$ cat config.mk
export PLATFORM = sky130hd
export DESIGN_NAME = lcas_window
export DESIGN_NICKNAME = d
export VERILOG_FILES = /design/src/rtl/lcas_pkg.sv /design/src/rtl/lcas_window.sv
export SDC_FILE = /design/constraint.sdc
export NUM_CORES = 1
export LEC_CHECK = 0
export BUFFER_PORTS_ARGS = -buffer_cell sky130_fd_sc_hd__buf_4
export CAP_MARGIN = 10
export CELL_PAD_IN_SITES_DETAIL_PLACEMENT = 1
export CELL_PAD_IN_SITES_GLOBAL_PLACEMENT = 2
export CORE_ASPECT_RATIO = 1.1
export CORE_MARGIN = 10
export CORE_UTILIZATION = 22
export DETAILED_ROUTE_END_ITERATION = 10
export PLACE_DENSITY_LB_ADDON = 0.1
export SKIP_LAST_GASP = 1
export SYNTH_ARGS = -nofsm -noshare
export SYNTH_HDL_FRONTEND = slang
export SYNTH_SLANG_ARGS = --single-unit
$ cat constraint.sdc
create_clock -name clk -period 3.4 [get_ports clk]
set_input_delay 0.34 -clock clk [delete_from_list [all_inputs] [get_ports clk]]
set_output_delay 0.34 -clock clk [all_outputs]
set_load 0.02 [all_outputs]
$ cat src/rtl/lcas_pkg.sv
// Shared constants, types and functions of the Life cell-age stencil.
package lcas_pkg;

  localparam int MAX_WIDTH = 1024;
  localparam int MAX_HEIGHT = 1024;
  localparam int AGE_BITS = 8;
  localparam int COL_BITS = $clog2(MAX_WIDTH);
  localparam int DIM_BITS = 11;
  localparam int ROW_BITS = 11;
  localparam int CFG_INDEX_BITS = 2;
  localparam int CELL_BITS = AGE_BITS + 1;
  localparam int LINE_BITS = 2 * CELL_BITS;
  localparam int WIN_BITS = 9;
  localparam int CNT_BITS = 4;

  localparam logic [AGE_BITS-1:0] AGE_MAX = '1;
  localparam logic [DIM_BITS-1:0] DIM_MIN = DIM_BITS'(3);
  localparam logic [DIM_BITS-1:0] DIM_RESET = DIM_BITS'(64);
  localparam logic [DIM_BITS-1:0] WIDTH_LIMIT = DIM_BITS'(MAX_WIDTH);
  localparam logic [DIM_BITS-1:0] HEIGHT_LIMIT = DIM_BITS'(MAX_HEIGHT);

  localparam logic [CFG_INDEX_BITS-1:0] REG_GRID_WIDTH = CFG_INDEX_BITS'(0);
  localparam logic [CFG_INDEX_BITS-1:0] REG_GRID_HEIGHT = CFG_INDEX_BITS'(1);

  localparam logic [CNT_BITS-1:0] BIRTH_COUNT = CNT_BITS'(3);
  localparam logic [CNT_BITS-1:0] STAY_COUNT = CNT_BITS'(2);

  typedef struct packed {
    logic [COL_BITS-1:0] col;
    logic                bot;
    logic [AGE_BITS-1:0] bot_age;
    logic                use_top;
    logic                use_mid;
    logic                emit_edge;
    logic                emit_mid;
    logic                first_col;
    logic                last;
  } pos_info_t;

  function automatic logic [DIM_BITS-1:0] clamp_dim(input logic [DIM_BITS-1:0] v,
                                                    input logic [DIM_BITS-1:0] hi);
    logic [DIM_BITS-1:0] r;
    r = v;
    if (r < DIM_MIN) r = DIM_MIN;
    if (r > hi) r = hi;
    return r;
  endfunction

  function automatic logic life_rule(input logic [CNT_BITS-1:0] cnt, input logic alive);
    return (cnt == BIRTH_COUNT) || (alive && (cnt == STAY_COUNT));
  endfunction

endpackage

$ cat src/rtl/lcas_window.sv
// 3x3 window, neighbour count, Life rule, age update and result register.
module lcas_window (
  input  logic                           clk,
  input  logic                           rst,
  input  logic                           advance,
  input  logic                           fire,
  input  lcas_pkg::pos_info_t            info,
  input  logic [lcas_pkg::LINE_BITS-1:0] rd_data,
  output logic                           wr_en,
  output logic [lcas_pkg::COL_BITS-1:0]  wr_addr,
  output logic [lcas_pkg::LINE_BITS-1:0] wr_data,
  output logic                           out_valid,
  output logic                           next_alive,
  output logic [lcas_pkg::AGE_BITS-1:0]  next_age,
  output logic                           frame_last
);
  import lcas_pkg::*;

  logic [WIN_BITS-1:0] win;
  logic [AGE_BITS-1:0] centre_age;
  logic [WIN_BITS-1:0] win_next;
  logic                top_bit;
  logic                mid_bit;
  logic [AGE_BITS-1:0] mid_age;
  logic [CNT_BITS-1:0] edge_cnt;
  logic [CNT_BITS-1:0] mid_cnt;
  logic                edge_alive;
  logic                mid_alive;
  logic                res_alive;
  logic                emits;
  logic [AGE_BITS-1:0] age_inc;

  always_comb begin
    top_bit = info.use_top & rd_data[LINE_BITS-1];
    mid_bit = info.use_mid & rd_data[CELL_BITS-1];
    mid_age = info.use_mid ? rd_data[AGE_BITS-1:0] : '0;
    win_next = {info.bot, mid_bit, top_bit, win[WIN_BITS-1:3]};

    edge_cnt = CNT_BITS'(win[3]) + CNT_BITS'(win[4]) + CNT_BITS'(win[5])
             + CNT_BITS'(win[6]) + CNT_BITS'(win[8]);
    edge_alive = life_rule(edge_cnt, win[7]);

    mid_cnt = CNT_BITS'(win_next[3]) + CNT_BITS'(win_next[5])
            + CNT_BITS'(win_next[6]) + CNT_BITS'(win_next[7]) + CNT_BITS'(win_next[8]);
    if (!info.first_col) begin
      mid_cnt = mid_cnt + CNT_BITS'(win_next[0]) + CNT_BITS'(win_next[1])
              + CNT_BITS'(win_next[2]);
    end
    mid_alive = life_rule(mid_cnt, win_next[4]);

    res_alive = info.emit_edge ? edge_alive : mid_alive;
    emits = info.emit_edge | info.emit_mid;
    age_inc = (centre_age == AGE_MAX) ? AGE_MAX : centre_age + AGE_BITS'(1);
  end

  assign wr_en = fire;
  assign wr_addr = info.col;
  assign wr_data = {rd_data[CELL_BITS-1:0], info.bot, info.bot_age};

  always_ff @(posedge clk) begin
    if (rst) begin
      win <= '0;
      centre_age <= '0;
    end else if (fire) begin
      win <= win_next;
      centre_age <= mid_age;
    end
  end

  always_ff @(posedge clk) begin
    if (rst) begin
      out_valid <= 1'b0;
    end else if (advance) begin
      out_valid <= fire & emits;
    end
  end

  always_ff @(posedge clk) begin
    if (advance && fire && emits) begin
      next_alive <= res_alive;
      next_age <= res_alive ? age_inc : '0;
      frame_last <= info.emit_edge & info.last;
    end
  end

endmodule

==> metrics.csv <==
metric,value,unit
wire_per_inst,16.3,um
maxCapViolations,0,
final_area,1960,sq um
critPathKind,flop to flop,
portBuffers,42,
synth_top_area_frac,0.192,
drive_above_1_share,0.372,
period_needed,3610,ps
synth_compound_area_frac,0.101,
routabilityCongestion,0.720,
synthTopCellsByArea,"dfxtp_1 19%, edfxtp_1 19%, buf_4 14%",
cts_buffers,3,
clock_sinks,25,
synth_most_common_cell,buf_4,
fmax,0.277,GHz
slew_headroom,0.691,
async_flop_share,0,
r2r-end,next_age[3]$_SDFFCE_PN0P_,
syn_area_per_cell,9.36,sq um
ant_nets,0,
dieArea,10900,sq um
powerDensity,346,nW/um^2
status,"complete, but fails checks",
synthAdderAreaFrac,0.117,
min_period_over_period,1.06,
skew,10.7,ps
path_delay_family,adder cells,
reg2reg_slack,-210,ps
cts_hold_buf,0,
core,6970,sq um
clock_path_buffers,2,
total_leakage_power,0.000823,uW
drt_iter0_drc,26,
grt_setup_unrepaired,true,
hp-class,input pin to flop,
track_usage,0.0821,
yosys.area_share.simple,0.158,
ir_drop,171,uV
ys_ff_latch,25,
min_from,rd_data[4],
cp.required,3510,ps
rr_startpoint,win[6]$_SDFFE_PP0P_,
start_kind,flop,
cpMaxStageDelayCell,fa_1,
cp_max_fo,5,
critPathBufInv,2,
cts_tree,built,
grt_pass1_wl,7.30,mm
hpwlAfterDp,3.47,mm
chipWidth,100,um
path_cells,"inv_2, fa_1, fa_1, fa_1, inv_1, ha_2, fa_1, nor2b_4, o221ai_2, a221o_2, a22oi_1",
multiInputGateArea,716,sq um
grt_overflow_total,0,
nFillCells,846,
cts_root_buffer,clkbuf_8,
area_growth,25.3,%
drc_errors,0,
synth-xor-area-share,0.0224,
rows,32,
synth_mux_area_frac,0.0320,
yosysUniqueCellTypes,29,
min_delay_worst_endpoint,centre_age[4]$_SDFFE_PP0P_,
viasPerCell,4.26,
worstHoldPathCells,3,
clk_latency,280,ps
dieHeight,108,um
start_util,0.224,
synth_top_flop_cell,dfxtp_1,
clk_pin_slew,110,ps
synthTopCellsByCount,"29 x buf_4, 21 x nor2_1, 15 x dfxtp_1",
num_vias,1198,
slew_violations,0,
cp-end-kind,flop,
synth_area,1560,sq um
p_total,677,uW
reg2regPathDepth,11,
arrival,3730,ps
antenna_found_initial,0,
num_io_pins,87,
setup_slack,-212,ps
synth_top_family_by_area,buffers and inverters,
drt-total-wl,4.58,mm
first_pass_iters,4,
synth_warnings,0,
n_antenna_cell,0,
dpl_worst_slack,-396,ps
syn_nets,225,
postSynthCellCount,167,
setup_violations,9,
placed_area,1780,sq um
finalHoldViolCount,0,
grt_pass1_vias,1366,
path_common_cell,fa_1,
max_stage_delay,520,ps
ys_seq_area_frac,0.384,
nets,255,
cts.htree.levels,1,
grt_max_degree,20,
worstMarginPinSlew,463,ps
synth_edf_count,10,
area.sequential,602,sq um
violations,negative setup slack,
yosys.area.top_type,dfxtp_1,
## worst max-delay path by stage
stage	startpoint	endpoint	slack [ps]	cells after the start
floorplan	info[14]	next_age[6]$_SDFFCE_PN0P_	-100	12
global placement	info[14]	next_age[6]$_SDFFCE_PN0P_	-350	12
detailed placement	info[14]	next_age[3]$_SDFFCE_PN0P_	-400	12
CTS	win[6]$_SDFFE_PP0P_	next_age[3]$_SDFFCE_PN0P_	-210	11
global route	win[6]$_SDFFE_PP0P_	next_age[3]$_SDFFCE_PN0P_	-330	11
finish	win[6]$_SDFFE_PP0P_	next_age[3]$_SDFFCE_PN0P_	-210	11
## worst register-to-register path, delay by kind of cell, from the launching register on
kind            cells  cell delay [ps]
buf+inv             2               80
simple gates        1              140
compound gates      3              780
fa+ha+maj           5             2120
flops               1              350
## flip-flops by register name (all words and copies together), names as in the netlist
register and flops:
centre_age 8, next_age 8, win 6, frame_last 1, next_alive 1, out_valid 1
## placed cells by master, fill, tap and decap left out, types with 6 or more instances in the layout
cell	count
buf_4	57
nor2_1	21
dfxtp_1	14
inv_1	11
a21oi_1	11
edfxtp_1	10
nand2_1	8
nor2b_1	8
nand3_1	6
fa_1	6
## where the power goes
part | switching [uW] | internal, uW
registers | 8.69 | 324
logic | 78.3 | 71.0
clock network | 109 | 85.9
total | 196 | 481
## cell families (layout without fill, tap and decap cells)
logic type | Yosys count | count (layout)
compound gates | 24 | 25
simple gates | 52 | 52
fa+ha+maj | 11 | 11
mux | 5 | 5
flops | 25 | 25
buf+inv | 46 | 74
xor+xnor | 4 | 4
## layer usage
| layer | wire length [um] | up-vias | track usage |
|---|---|---|---|
| li1 | - | 586 | - |
| met4 | 59 | 0 | 0.0242 |
| met1 | 1900 | 562 | 0.0931 |
| met3 | 403 | 12 | 0.0345 |
| met2 | 2220 | 38 | 0.137 |
| met5 | 0 | - | 0 |
## stage by stage
stage	utilization	setup TNS [ps]	cells	hold slack, ps
2_1_floorplan	-	-457	167	402
3_3_place_gp	0.256	-2720	265	479
3_5_place_dp	0.256	-3140	265	490
4_1_cts	0.278	-1250	279	298
5_1_grt	0.281	-2550	281	293
6_report	0.281	-1430	281	296
## area by class of cell
cell class                      count  share of cell area
Clock buffer                        3              0.0211
Clock inverter                      1             0.00447
Sequential cell                    25               0.307
Tap cell                           85              0.0543
Multi-Input combinational cell     97               0.365
Timing Repair Buffer               57               0.219
Inverter                           13              0.0288
## repair_timing
item	CTS	global route
pin swaps	2	2
endpoints found under the setup margin	9	9
gates cloned	1	0
gates resized for setup	6	2
endpoints found under the hold margin	0	0
setup buffers	9	2
Power figures use the tool's default switching activity.
