**config.mk**
```make
export PLATFORM = sky130hd
export DESIGN_NAME = lcas_pos
export DESIGN_NICKNAME = d
export VERILOG_FILES = /design/src/rtl/lcas_pkg.sv /design/src/rtl/lcas_pos.sv
export SDC_FILE = /design/constraint.sdc
export NUM_CORES = 1
export LEC_CHECK = 0
export BUFFER_PORTS_ARGS = -buffer_cell sky130_fd_sc_hd__buf_4
export CORE_ASPECT_RATIO = 1.5
export CORE_MARGIN = 2
export CORE_UTILIZATION = 30
export CTS_BUF_LIST = sky130_fd_sc_hd__clkbuf_4 sky130_fd_sc_hd__clkbuf_8 sky130_fd_sc_hd__clkbuf_16
export DETAILED_ROUTE_END_ITERATION = 16
export PLACE_DENSITY_LB_ADDON = 0.1
export RECOVER_POWER = 50
export SKIP_CTS_REPAIR_TIMING = 1
export SLEW_MARGIN = 20
export SYNTH_ARGS = -nofsm -noshare
export SYNTH_HDL_FRONTEND = slang
export SYNTH_SLANG_ARGS = --single-unit
```
**constraint.sdc**
```tcl
create_clock -name clk -period 9.04 [get_ports clk]
set_clock_uncertainty 0.05 [all_clocks]
set_input_delay 2.712 -clock clk [delete_from_list [all_inputs] [get_ports clk]]
set_output_delay 2.712 -clock clk [all_outputs]
set_load 0.1 [all_outputs]
```
**src/rtl/lcas_pkg.sv**
```systemverilog
// Shared constants, types and functions of the Life cell-age stencil.
package lcas_pkg;

  localparam int MAX_WIDTH = 1024;
  localparam int MAX_HEIGHT = 1024;
  localparam int AGE_BITS = 8;
  localparam int COL_BITS = $clog2(MAX_WIDTH);
  localparam int DIM_BITS = 11;
  localparam int ROW_BITS = 11;
  localparam int CFG_INDEX_BITS = 2;
  localparam int CELL_BITS = AGE_BITS + 1;
  localparam int LINE_BITS = 2 * CELL_BITS;
  localparam int WIN_BITS = 9;
  localparam int CNT_BITS = 4;

  localparam logic [AGE_BITS-1:0] AGE_MAX = '1;
  localparam logic [DIM_BITS-1:0] DIM_MIN = DIM_BITS'(3);
  localparam logic [DIM_BITS-1:0] DIM_RESET = DIM_BITS'(64);
  localparam logic [DIM_BITS-1:0] WIDTH_LIMIT = DIM_BITS'(MAX_WIDTH);
  localparam logic [DIM_BITS-1:0] HEIGHT_LIMIT = DIM_BITS'(MAX_HEIGHT);

  localparam logic [CFG_INDEX_BITS-1:0] REG_GRID_WIDTH = CFG_INDEX_BITS'(0);
  localparam logic [CFG_INDEX_BITS-1:0] REG_GRID_HEIGHT = CFG_INDEX_BITS'(1);

  localparam logic [CNT_BITS-1:0] BIRTH_COUNT = CNT_BITS'(3);
  localparam logic [CNT_BITS-1:0] STAY_COUNT = CNT_BITS'(2);

  typedef struct packed {
    logic [COL_BITS-1:0] col;
    logic                bot;
    logic [AGE_BITS-1:0] bot_age;
    logic                use_top;
    logic                use_mid;
    logic                emit_edge;
    logic                emit_mid;
    logic                first_col;
    logic                last;
  } pos_info_t;

  function automatic logic [DIM_BITS-1:0] clamp_dim(input logic [DIM_BITS-1:0] v,
                                                    input logic [DIM_BITS-1:0] hi);
    logic [DIM_BITS-1:0] r;
    r = v;
    if (r < DIM_MIN) r = DIM_MIN;
    if (r > hi) r = hi;
    return r;
  endfunction

  function automatic logic life_rule(input logic [CNT_BITS-1:0] cnt, input logic alive);
    return (cnt == BIRTH_COUNT) || (alive && (cnt == STAY_COUNT));
  endfunction

endpackage

```
**src/rtl/lcas_pos.sv**
```systemverilog
// Grid size registers and raster position tracking of incoming items.
module lcas_pos (
  input  logic                              clk,
  input  logic                              rst,
  input  logic                              cfg_valid,
  output logic                              cfg_ready,
  input  logic [lcas_pkg::CFG_INDEX_BITS-1:0] cfg_index,
  input  logic [lcas_pkg::DIM_BITS-1:0]       cfg_data,
  input  logic                              accept,
  input  logic                              mode,
  input  logic                              cell_alive,
  input  logic [lcas_pkg::AGE_BITS-1:0]       cell_age,
  output lcas_pkg::pos_info_t               info
);
  import lcas_pkg::*;

  logic [DIM_BITS-1:0] width_used;
  logic [DIM_BITS-1:0] height_used;
  logic [COL_BITS-1:0] col;
  logic [ROW_BITS-1:0] row;
  logic [COL_BITS-1:0] col_next;
  logic [ROW_BITS-1:0] row_next;
  logic                in_grid;
  logic                wrap_frame;
  logic                wrap_row;

  assign cfg_ready = 1'b1;

  always_comb begin
    in_grid = !mode && (row < height_used);
    wrap_frame = (col == '0) && (row >= height_used + ROW_BITS'(1));
    wrap_row = ({1'b0, col} + DIM_BITS'(1)) >= width_used;
    if (wrap_frame) begin
      col_next = '0;
      row_next = '0;
    end else if (wrap_row) begin
      col_next = '0;
      row_next = row + ROW_BITS'(1);
    end else begin
      col_next = col + COL_BITS'(1);
      row_next = row;
    end
  end

  always_comb begin
    info.col = col;
    info.bot = in_grid & cell_alive;
    info.bot_age = in_grid ? cell_age : '0;
    info.use_top = row >= ROW_BITS'(2);
    info.use_mid = row != '0;
    info.emit_edge = (col == '0) && (row >= ROW_BITS'(2));
    info.emit_mid = (col != '0) && (row != '0);
    info.first_col = col == COL_BITS'(1);
    info.last = (col == '0) && (row == height_used + ROW_BITS'(1));
  end

  always_ff @(posedge clk) begin
    if (rst) begin
      width_used <= DIM_RESET;
      height_used <= DIM_RESET;
      col <= '0;
      row <= '0;
    end else if (cfg_valid && cfg_ready) begin
      unique case (cfg_index)
        REG_GRID_WIDTH: begin
          width_used <= clamp_dim(cfg_data, WIDTH_LIMIT);
          col <= '0;
          row <= '0;
        end
        REG_GRID_HEIGHT: begin
          height_used <= clamp_dim(cfg_data, HEIGHT_LIMIT);
          col <= '0;
          row <= '0;
        end
        default: begin
        end
      endcase
    end else if (accept) begin
      col <= col_next;
      row <= row_next;
    end
  end

endmodule

```
==> results of run 1 <==
[metal layers]
layer | vias to the layer above | GRT usage [%]
met1 | 1374 | 17.4
met3 | 12 | 2.42
met2 | 53 | 31.6
met5 | - | 0
li1 | 1536 | -
met4 | 0 | 6.61
[kinds of logic after synthesis]
family | Yosys count | synth area share [%]
DFF | 43 | 27.4
adders and majority gates | 40 | 15.9
xor gates and xnor gates | 20 | 5.57
other | 1 | 0.119
buffers and inverters | 50 | 6.37
AOI/OAI and AO/OA | 88 | 17.1
and+or+nand+nor | 175 | 27.5
[Yosys cell counts (all sizes together) (2+ instances only)]
cell | n | share of area, %
a211o | 4 | 1.1
a211oi | 6 | 1.6
a21o | 4 | 0.96
a21oi | 40 | 6.4
a31oi | 4 | 0.80
and2 | 13 | 2.6
and3 | 7 | 1.4
buf | 8 | 1.4
clkbuf | 11 | 1.3
dfxtp | 43 | 27
ha | 40 | 16
inv | 30 | 3.6
nand2 | 59 | 7.0
nand2b | 6 | 1.2
nand3 | 23 | 3.7
nand4 | 5 | 0.99
nor2 | 23 | 2.7
nor2b | 11 | 2.2
nor3 | 7 | 1.1
nor4 | 7 | 1.4
o2111ai | 3 | 0.84
o211ai | 2 | 0.48
o21a | 3 | 0.72
o21ai | 14 | 2.2
o22ai | 2 | 0.40
or2 | 3 | 0.60
or3 | 3 | 0.60
or4 | 3 | 0.72
xnor2 | 12 | 3.3
xor2 | 8 | 2.2
[final cells by class]
cell class | instances | share of cell area, %
multi-input cells | 324 | 55.9
flip-flops and latches | 43 | 23.1
repair buffers | 52 | 9.37
well taps | 141 | 4.74
clock buffers | 5 | 3.36
inverters | 31 | 3.12
clock inverters | 2 | 0.369
[final timing paths]
kind                                      to  slack (ps)                       start  depth (start not counted)
setup / recovery                    info[14]        2300                        mode                          6
hold / removal    width_used[7]$_SDFFE_PP0P_         410  width_used[7]$_SDFFE_PP0P_                          2
setup reg to reg         col[2]$_SDFFE_PP0P_        5090         col[0]$_SDFFE_PP0P_                         13
hold reg to reg   width_used[7]$_SDFFE_PP0P_         410  width_used[7]$_SDFFE_PP0P_                          2
[critical path, stage by stage]
cell and delay [ps]:
buf_4 110, a211oi_1 250, nand2_1 80, o21ai_1 350, and2_1 190, buf_4 280
[through the flow]
stage,instance area [sq um],instances
after global routing,3720,598
after floorplan,3140,417
after detailed placement,3630,591
final,3720,598
after global placement,3630,591
after CTS,3770,598
[flip-flops by register name, summed over array words and instances, names as in the netlist]
name,flops
height_used,11
width_used,11
row,11
col,10
[power groups by stage]
stage	combinational [mW]	sequential, mW	clock [mW]
3_5_place_dp	0.0934	0.200	0
3_3_place_gp	0.0928	0.200	0
6_report	0.0918	0.196	0.176
2_1_floorplan	0.0636	0.202	0
5_1_grt	0.0995	0.196	0.190
4_1_cts	0.0935	0.196	0.182
==> metrics.md, run 1 <==
| Metric | Value |
|---|---|
| Outcome | `finished, final reports clean` |
| Total congestion overflow | `0` |
| H-tree depth | `2` |
| # DRC | `0` |
| CTS max path bufs | `2` |
| Initial antenna violation count | `0` |
| # nets final | `524` |
| Hold_ws | `409 ps` |
| Initial Util | `slightly above 30%` |
| Setup CP Type | `in2out` |
| Cell area after synthesis | `roughly 3100 sq um` |
| Clock insertion delay at the later pin of the skew report | `290 ps` |
| Final setup TNS | `0 ps` |
| Die Width | `87.6 microns` |
| Gate power share | `around a fifth` |
| GP Congestion | `~0.77` |
| I/O Pins | `between 50 and 60` |
| Share of post-route cells with drive strength above 1 | `roughly 11%` |
| WL met1 | `3560 microns` |
| Multi-input logic area | `between 2000 and 2500 sq um` |
| Max Clk Rate | `0.148 GHz` |
| N_diodes | `0` |
| Core Box Area | `10,200 sq um` |
| Peak supply drop | `around 0.00010 V` |
| Overall die height | `around 130 microns` |
| Count of different cell masters after synthesis | `46` |
| First-pass GRT wire length | `between 10,000 and 15,000 microns` |
| Synth Flop Type | `dfxtp_1` |
| Clk pin slew, worst setup/hold paths | `~60 ps` |
| Largest net degree at the start of global routing | `42` |
| HPWL Detailed | `6900 microns` |
| Rel. slew slack | `between 20% and 30%` |
| Total Routing Usage GR | `~16%` |
| Via density | `approximately 5` |
| Sw Ratio | `a little under a third` |
| Syn avg cell area | `around 7.5 sq um` |
| Leading cell type in the layout, fill and taps excluded | `nand2_1` |
| Crit end category | `output pin` |
| Worst Tran Pin Value | `1160 ps` |
| Cell count after synthesis | `417` |
| Row cnt | `45` |
| Power density over the cells | `125 nW/um^2` |
| Net switching power | `roughly 0.14 mW` |
| Final hold viol count | `0` |
| Post-synth EDFFs | `0` |
| CTS tree | `yes` |
| Highest metal used | `met4` |
| WP data arrival | `a little under 4000 ps` |
| I/O Buffers | `51` |
| Initial DRC count | `approximately 160` |
| Flop and latch count out of synthesis | `43` |
| Register area | `between 800 and 900 sq um` |
| CTS Sinks | `43` |
| Crit start category | `primary input` |
| Fin crit share | `between 70% and 80%` |
| Vias | `approximately 3k` |
| Syn_nets | `~480` |
| Final core occ | `36.6%` |
| Register area share after synthesis | `a little over a quarter` |
| Final Slew Violations | `0` |
| Hold Path Class | `reg2reg` |
| CTS root buffer | `clkbuf_16` |
| Drt first pass iters | `6` |
| Die ar. | `roughly 11,000 sq um` |
| RSZ-0062 raised after global routing | `no` |
| Total Wirelength | `roughly 9000 microns` |
| CP Max Fanout | `9` |
| Clock power share | `a little under two fifths` |
| Period minus WS final | `~6700 ps` |
| Filler instances | `approximately 1.1k` |
| Total CTS buffers | `5` |
| Fraction of power consumed by sequential logic | `a little over two fifths` |
| Most frequent cells in the layout | `59 x nand2_1, 43 x dfxtp_1, 41 x buf_4` |
| Total number of yosys warnings | `0` |
| P_int | `about 0.32 mW` |
| Metal2 WL | `around 4700 microns` |
| Routed WL per cell | `about 15 microns` |
| Final ANT Viol Nets | `0` |
| Met3 wire length | `around 240 microns` |
| Async SR Flop Fraction | `0%` |
| Leakage power | `1.47 nW` |
| Number of global-route vias before repair | `~3k` |
| Overall power | `between 0.4 and 0.5 mW` |
| Final worst slack | `between 2000 and 2500 ps` |
| Worst slack at placement | `around 2300 ps` |
| Synth-to-layout area growth | `18.5%` |
| Max-Cap Viols | `0` |
| Final setup fails | `0` |
| Worst EP required | `6280 ps` |
(Power assumes the default switching activity.)
==> run 2, diff against run 1 <==
--- a/config.mk
+++ b/config.mk
@@ -5,6 +5,7 @@
 export SDC_FILE = /design/constraint.sdc
 export NUM_CORES = 1
 export LEC_CHECK = 0
+export ABC_AREA = 1
 export BUFFER_PORTS_ARGS = -buffer_cell sky130_fd_sc_hd__buf_4
 export CORE_ASPECT_RATIO = 1.5
 export CORE_MARGIN = 2
==> constraint.sdc (replaced) <==
create_clock -name clk -period 6.8 [get_ports clk]
set_clock_uncertainty 0.05 [all_clocks]
set_input_delay 2.04 -clock clk [delete_from_list [all_inputs] [get_ports clk]]
set_output_delay 2.04 -clock clk [all_outputs]
set_load 0.1 [all_outputs]
==> run 2 against run 1 <==
  * Sequential power up 39%
  * Non-clock buffer count up 1
  * Clock-buffer cell count rose by 3
  * Critical path depth decreased by 1
  * Register-to-register slack lost 2100 ps
  * Sequential share of layout area decreased by 1.7 points
==> metrics.md, run 2 <==
| Metric | Value |
|---|---|
| Power density over the cells | `182 nW/um^2` |
| Largest family of logic cells by synthesized area | `simple AND/OR/NAND/NOR gates` |
| Simple-gate share of the synthesized area | `between 30% and 40%` |
| Overall power | `0.733 mW` |
| CTS Sinks | `43` |
| Area after DPL | `roughly 4000 sq um` |
| Mux cell area share after synthesis | `0%` |
| I/O Buffers | `51` |
| Clk pin slew, worst setup/hold paths | `about 60 ps` |
| Crit start category | `primary input` |
| Period minus WS final | `slightly above 5000 ps` |
| Initial DRC count | `102` |
| Vias | `3,222` |
| Initial Util | `31.0%` |
| Post-synth EDFFs | `0` |
| Drt first pass iters | `4` |
| Core Box Area | `about 11,000 sq um` |
| Final ANT Viol Nets | `0` |
| Top post-synthesis cells by area | `dfxtp_1 25%, ha_1 15%, nand2_1 12%` |
| Register area share after synthesis | `25.1%` |
| Leakage power | `just under 2 nW` |
| Biggest regs | `height_used: 11 flops, row: 11 flops, width_used: 11 flops` |
| Most frequent cells in the layout | `108 x nand2_1, 95 x inv_1, 48 x nor2_1` |
| Total number of yosys warnings | `0` |
| Number of global-route vias before repair | `about 3.1k` |
| Worst EP required | `roughly 4700 ps` |
| Cell count after synthesis | `just over 500` |
| Syn_nets | `581` |
| CTS root buffer | `clkbuf_16` |
| Fin crit share | `74.4%` |
| Final setup fails | `0` |
| Hold Startpoint | `col[9]$_SDFFE_PP0P_` |
| Count of different cell masters after synthesis | `40` |
| Adder-cell share of the synthesized area | `approximately 15%` |
| CP Max Fanout | `9` |
| N_diodes | `0` |
| Via density | `4.54` |
| Async SR Flop Fraction | `0%` |
| Max Clk Rate | `around 0.20 GHz` |
| Clock insertion delay at the later pin of the skew report | `~290 ps` |
| H-tree depth | `2` |
| # nets final | `around 630` |
| First-pass GRT wire length | `approximately 15,000 microns` |
| Syn avg cell area | `approximately 6.7 sq um` |
| WP data arrival | `2970 ps` |
| Die Width | `91.2 microns` |
| Final hold viol count | `0` |
| Filler instances | `~1.3k` |
| Peak supply drop | `between 0.00009 and 0.0001 V` |
| Total Routing Usage GR | `between 10% and 20%` |
| Post-synth top area share | `25.1%` |
| Cell area after synthesis | `around 3400 sq um` |
| Worst Tran Pin Value | `about 1200 ps` |
| Final setup TNS | `0 ps` |
| Synth-to-layout area growth | `17.6%` |
| Leading cell type by number of instances after synthesis | `nand2_1` |
| # DRC | `0` |
| Routed WL per cell | `13.0 microns` |
| Highest-delay cell along the critical path | `buf_4` |
| Placed Cells | `~700` |
| Area leader, netlist | `dfxtp_1` |
| CTS max path bufs | `2` |
| Max-Cap Viols | `0` |
| Die ar. | `around 12,000 sq um` |
| Total Wirelength | `just over 9000 microns` |
| Rel. slew slack | `22.2%` |
| Finished Layout Cells | `between 700 and 800` |
| Crit path from | `mode` |
| GP Congestion | `0.861` |
| Synth cell count leaders | `108 x nand2_1, 94 x inv_1, 48 x nor2_1` |
| Final Slew Violations | `0` |
| Synth Flop Type | `dfxtp_1` |
| Initial antenna violation count | `0` |
| Worst-path cell chain | `buf_4 -> inv_1 -> nand4_1 -> nor2_1 -> buf_4` |
| Total CTS buffers | `5` |
| Design Area, Final | `about 4000 sq um` |
| Synth Area in Compound Gates | `12.9%` |
| Synth Area in XOR/XNOR | `roughly 4%` |
| CTS tree | `yes` |
| Total congestion overflow | `0` |
| Largest net degree at the start of global routing | `24` |
| Crit end category | `output pin` |
| Hold Path Class | `reg2reg` |
| Leading cell type in the layout, fill and taps excluded | `nand2_1` |
| HPWL Detailed | `7460 microns` |
| Setup CP Type | `in2out` |
| RR Startpoint | `col[0]$_SDFFE_PP0P_` |
| Flop and latch count out of synthesis | `43` |
| I/O Pins | `53` |
| Row cnt | `47` |
| Overall die height | `roughly 130 microns` |
| Outcome | `finished, final reports clean` |
| Cell mode on critical path | `buf_4` |
| Share of post-route cells with drive strength above 1 | `between 10% and 20%` |
| Critical Path Max Stage Delay | `just over 300 ps` |
| RSZ-0062 raised after global routing | `no` |
-- run 2: changes by cell type in the layout (fill, tap and decap cells not counted), sizes merged, moves of 9 or more --
cell / before / now
o21ai: 14 / 28
nor2: 23 / 53
nor2b: 11 / 0
nand3: 23 / 32
nand2: 59 / 113
and2: 13 / 0
xnor2: 12 / 2
inv: 30 / 97
-- run 2: path summary, 6_finish.rpt --
check                              to  slack [ps]  cells past startpoint
setup reg to reg  row[1]$_SDFFE_PP0P_        2970                     15
setup / recovery              info[7]        1740                      5
hold / removal    col[9]$_SDFFE_PP0P_         430                      2
hold reg to reg   col[9]$_SDFFE_PP0P_         430                      2
-- run 2: critical path: cells and delay by family --
| family | cells | cell delay [ps] |
|---|---|---|
| buffers and inverters | 3 | 470 |
| AND/OR/NAND/NOR | 2 | 470 |
-- run 2: layer usage --
metal	vias to the layer above	wire length, microns	track usage (%)
li1	1726	-	-
met1	1437	3780	17.2
met2	50	5030	30.5
met3	9	229	1.79
met4	0	178	5.22
met5	-	0	0
-- run 2: logic make-up (layout without fill, tap and decap cells) --
kind of cell             after synthesis  in the layout
AND/OR/NAND/NOR                      222            222
buffers and inverters                109            158
AO/OA/AOI/OAI                         83             83
flip-flops                            43             43
adder cells (fa/ha/maj)               40             40
XOR/XNOR                              16             16
other                                  1              1
-- run 2: area by class of cell --
| class | instances | area, sq um | area share, % |
|---|---|---|---|
| sequential | 43 | 861 | 21.4 |
| multi-input combinational | 362 | 2110 | 52.3 |
| inverter | 97 | 364 | 9.05 |
| timing repair buffer | 53 | 349 | 8.67 |
| tap | 147 | 184 | 4.57 |
| clock buffer | 8 | 160 | 3.98 |
-- run 2: where the power goes --
group	internal, mW	switching (mW)
Sequential	0.261	0.0102
Clock	0.161	0.101
Combinational	0.0538	0.147
-- run 2: metrics by stage --
step                hold WS, ps  setup slack, ps  utilization (%)
floorplan                   399              978                -
global placement            433             1770             35.6
detailed placement          431             1710             35.6
CTS                         441             1720             37.0
global route                458             1550             36.4
finish                      434             1740             36.4
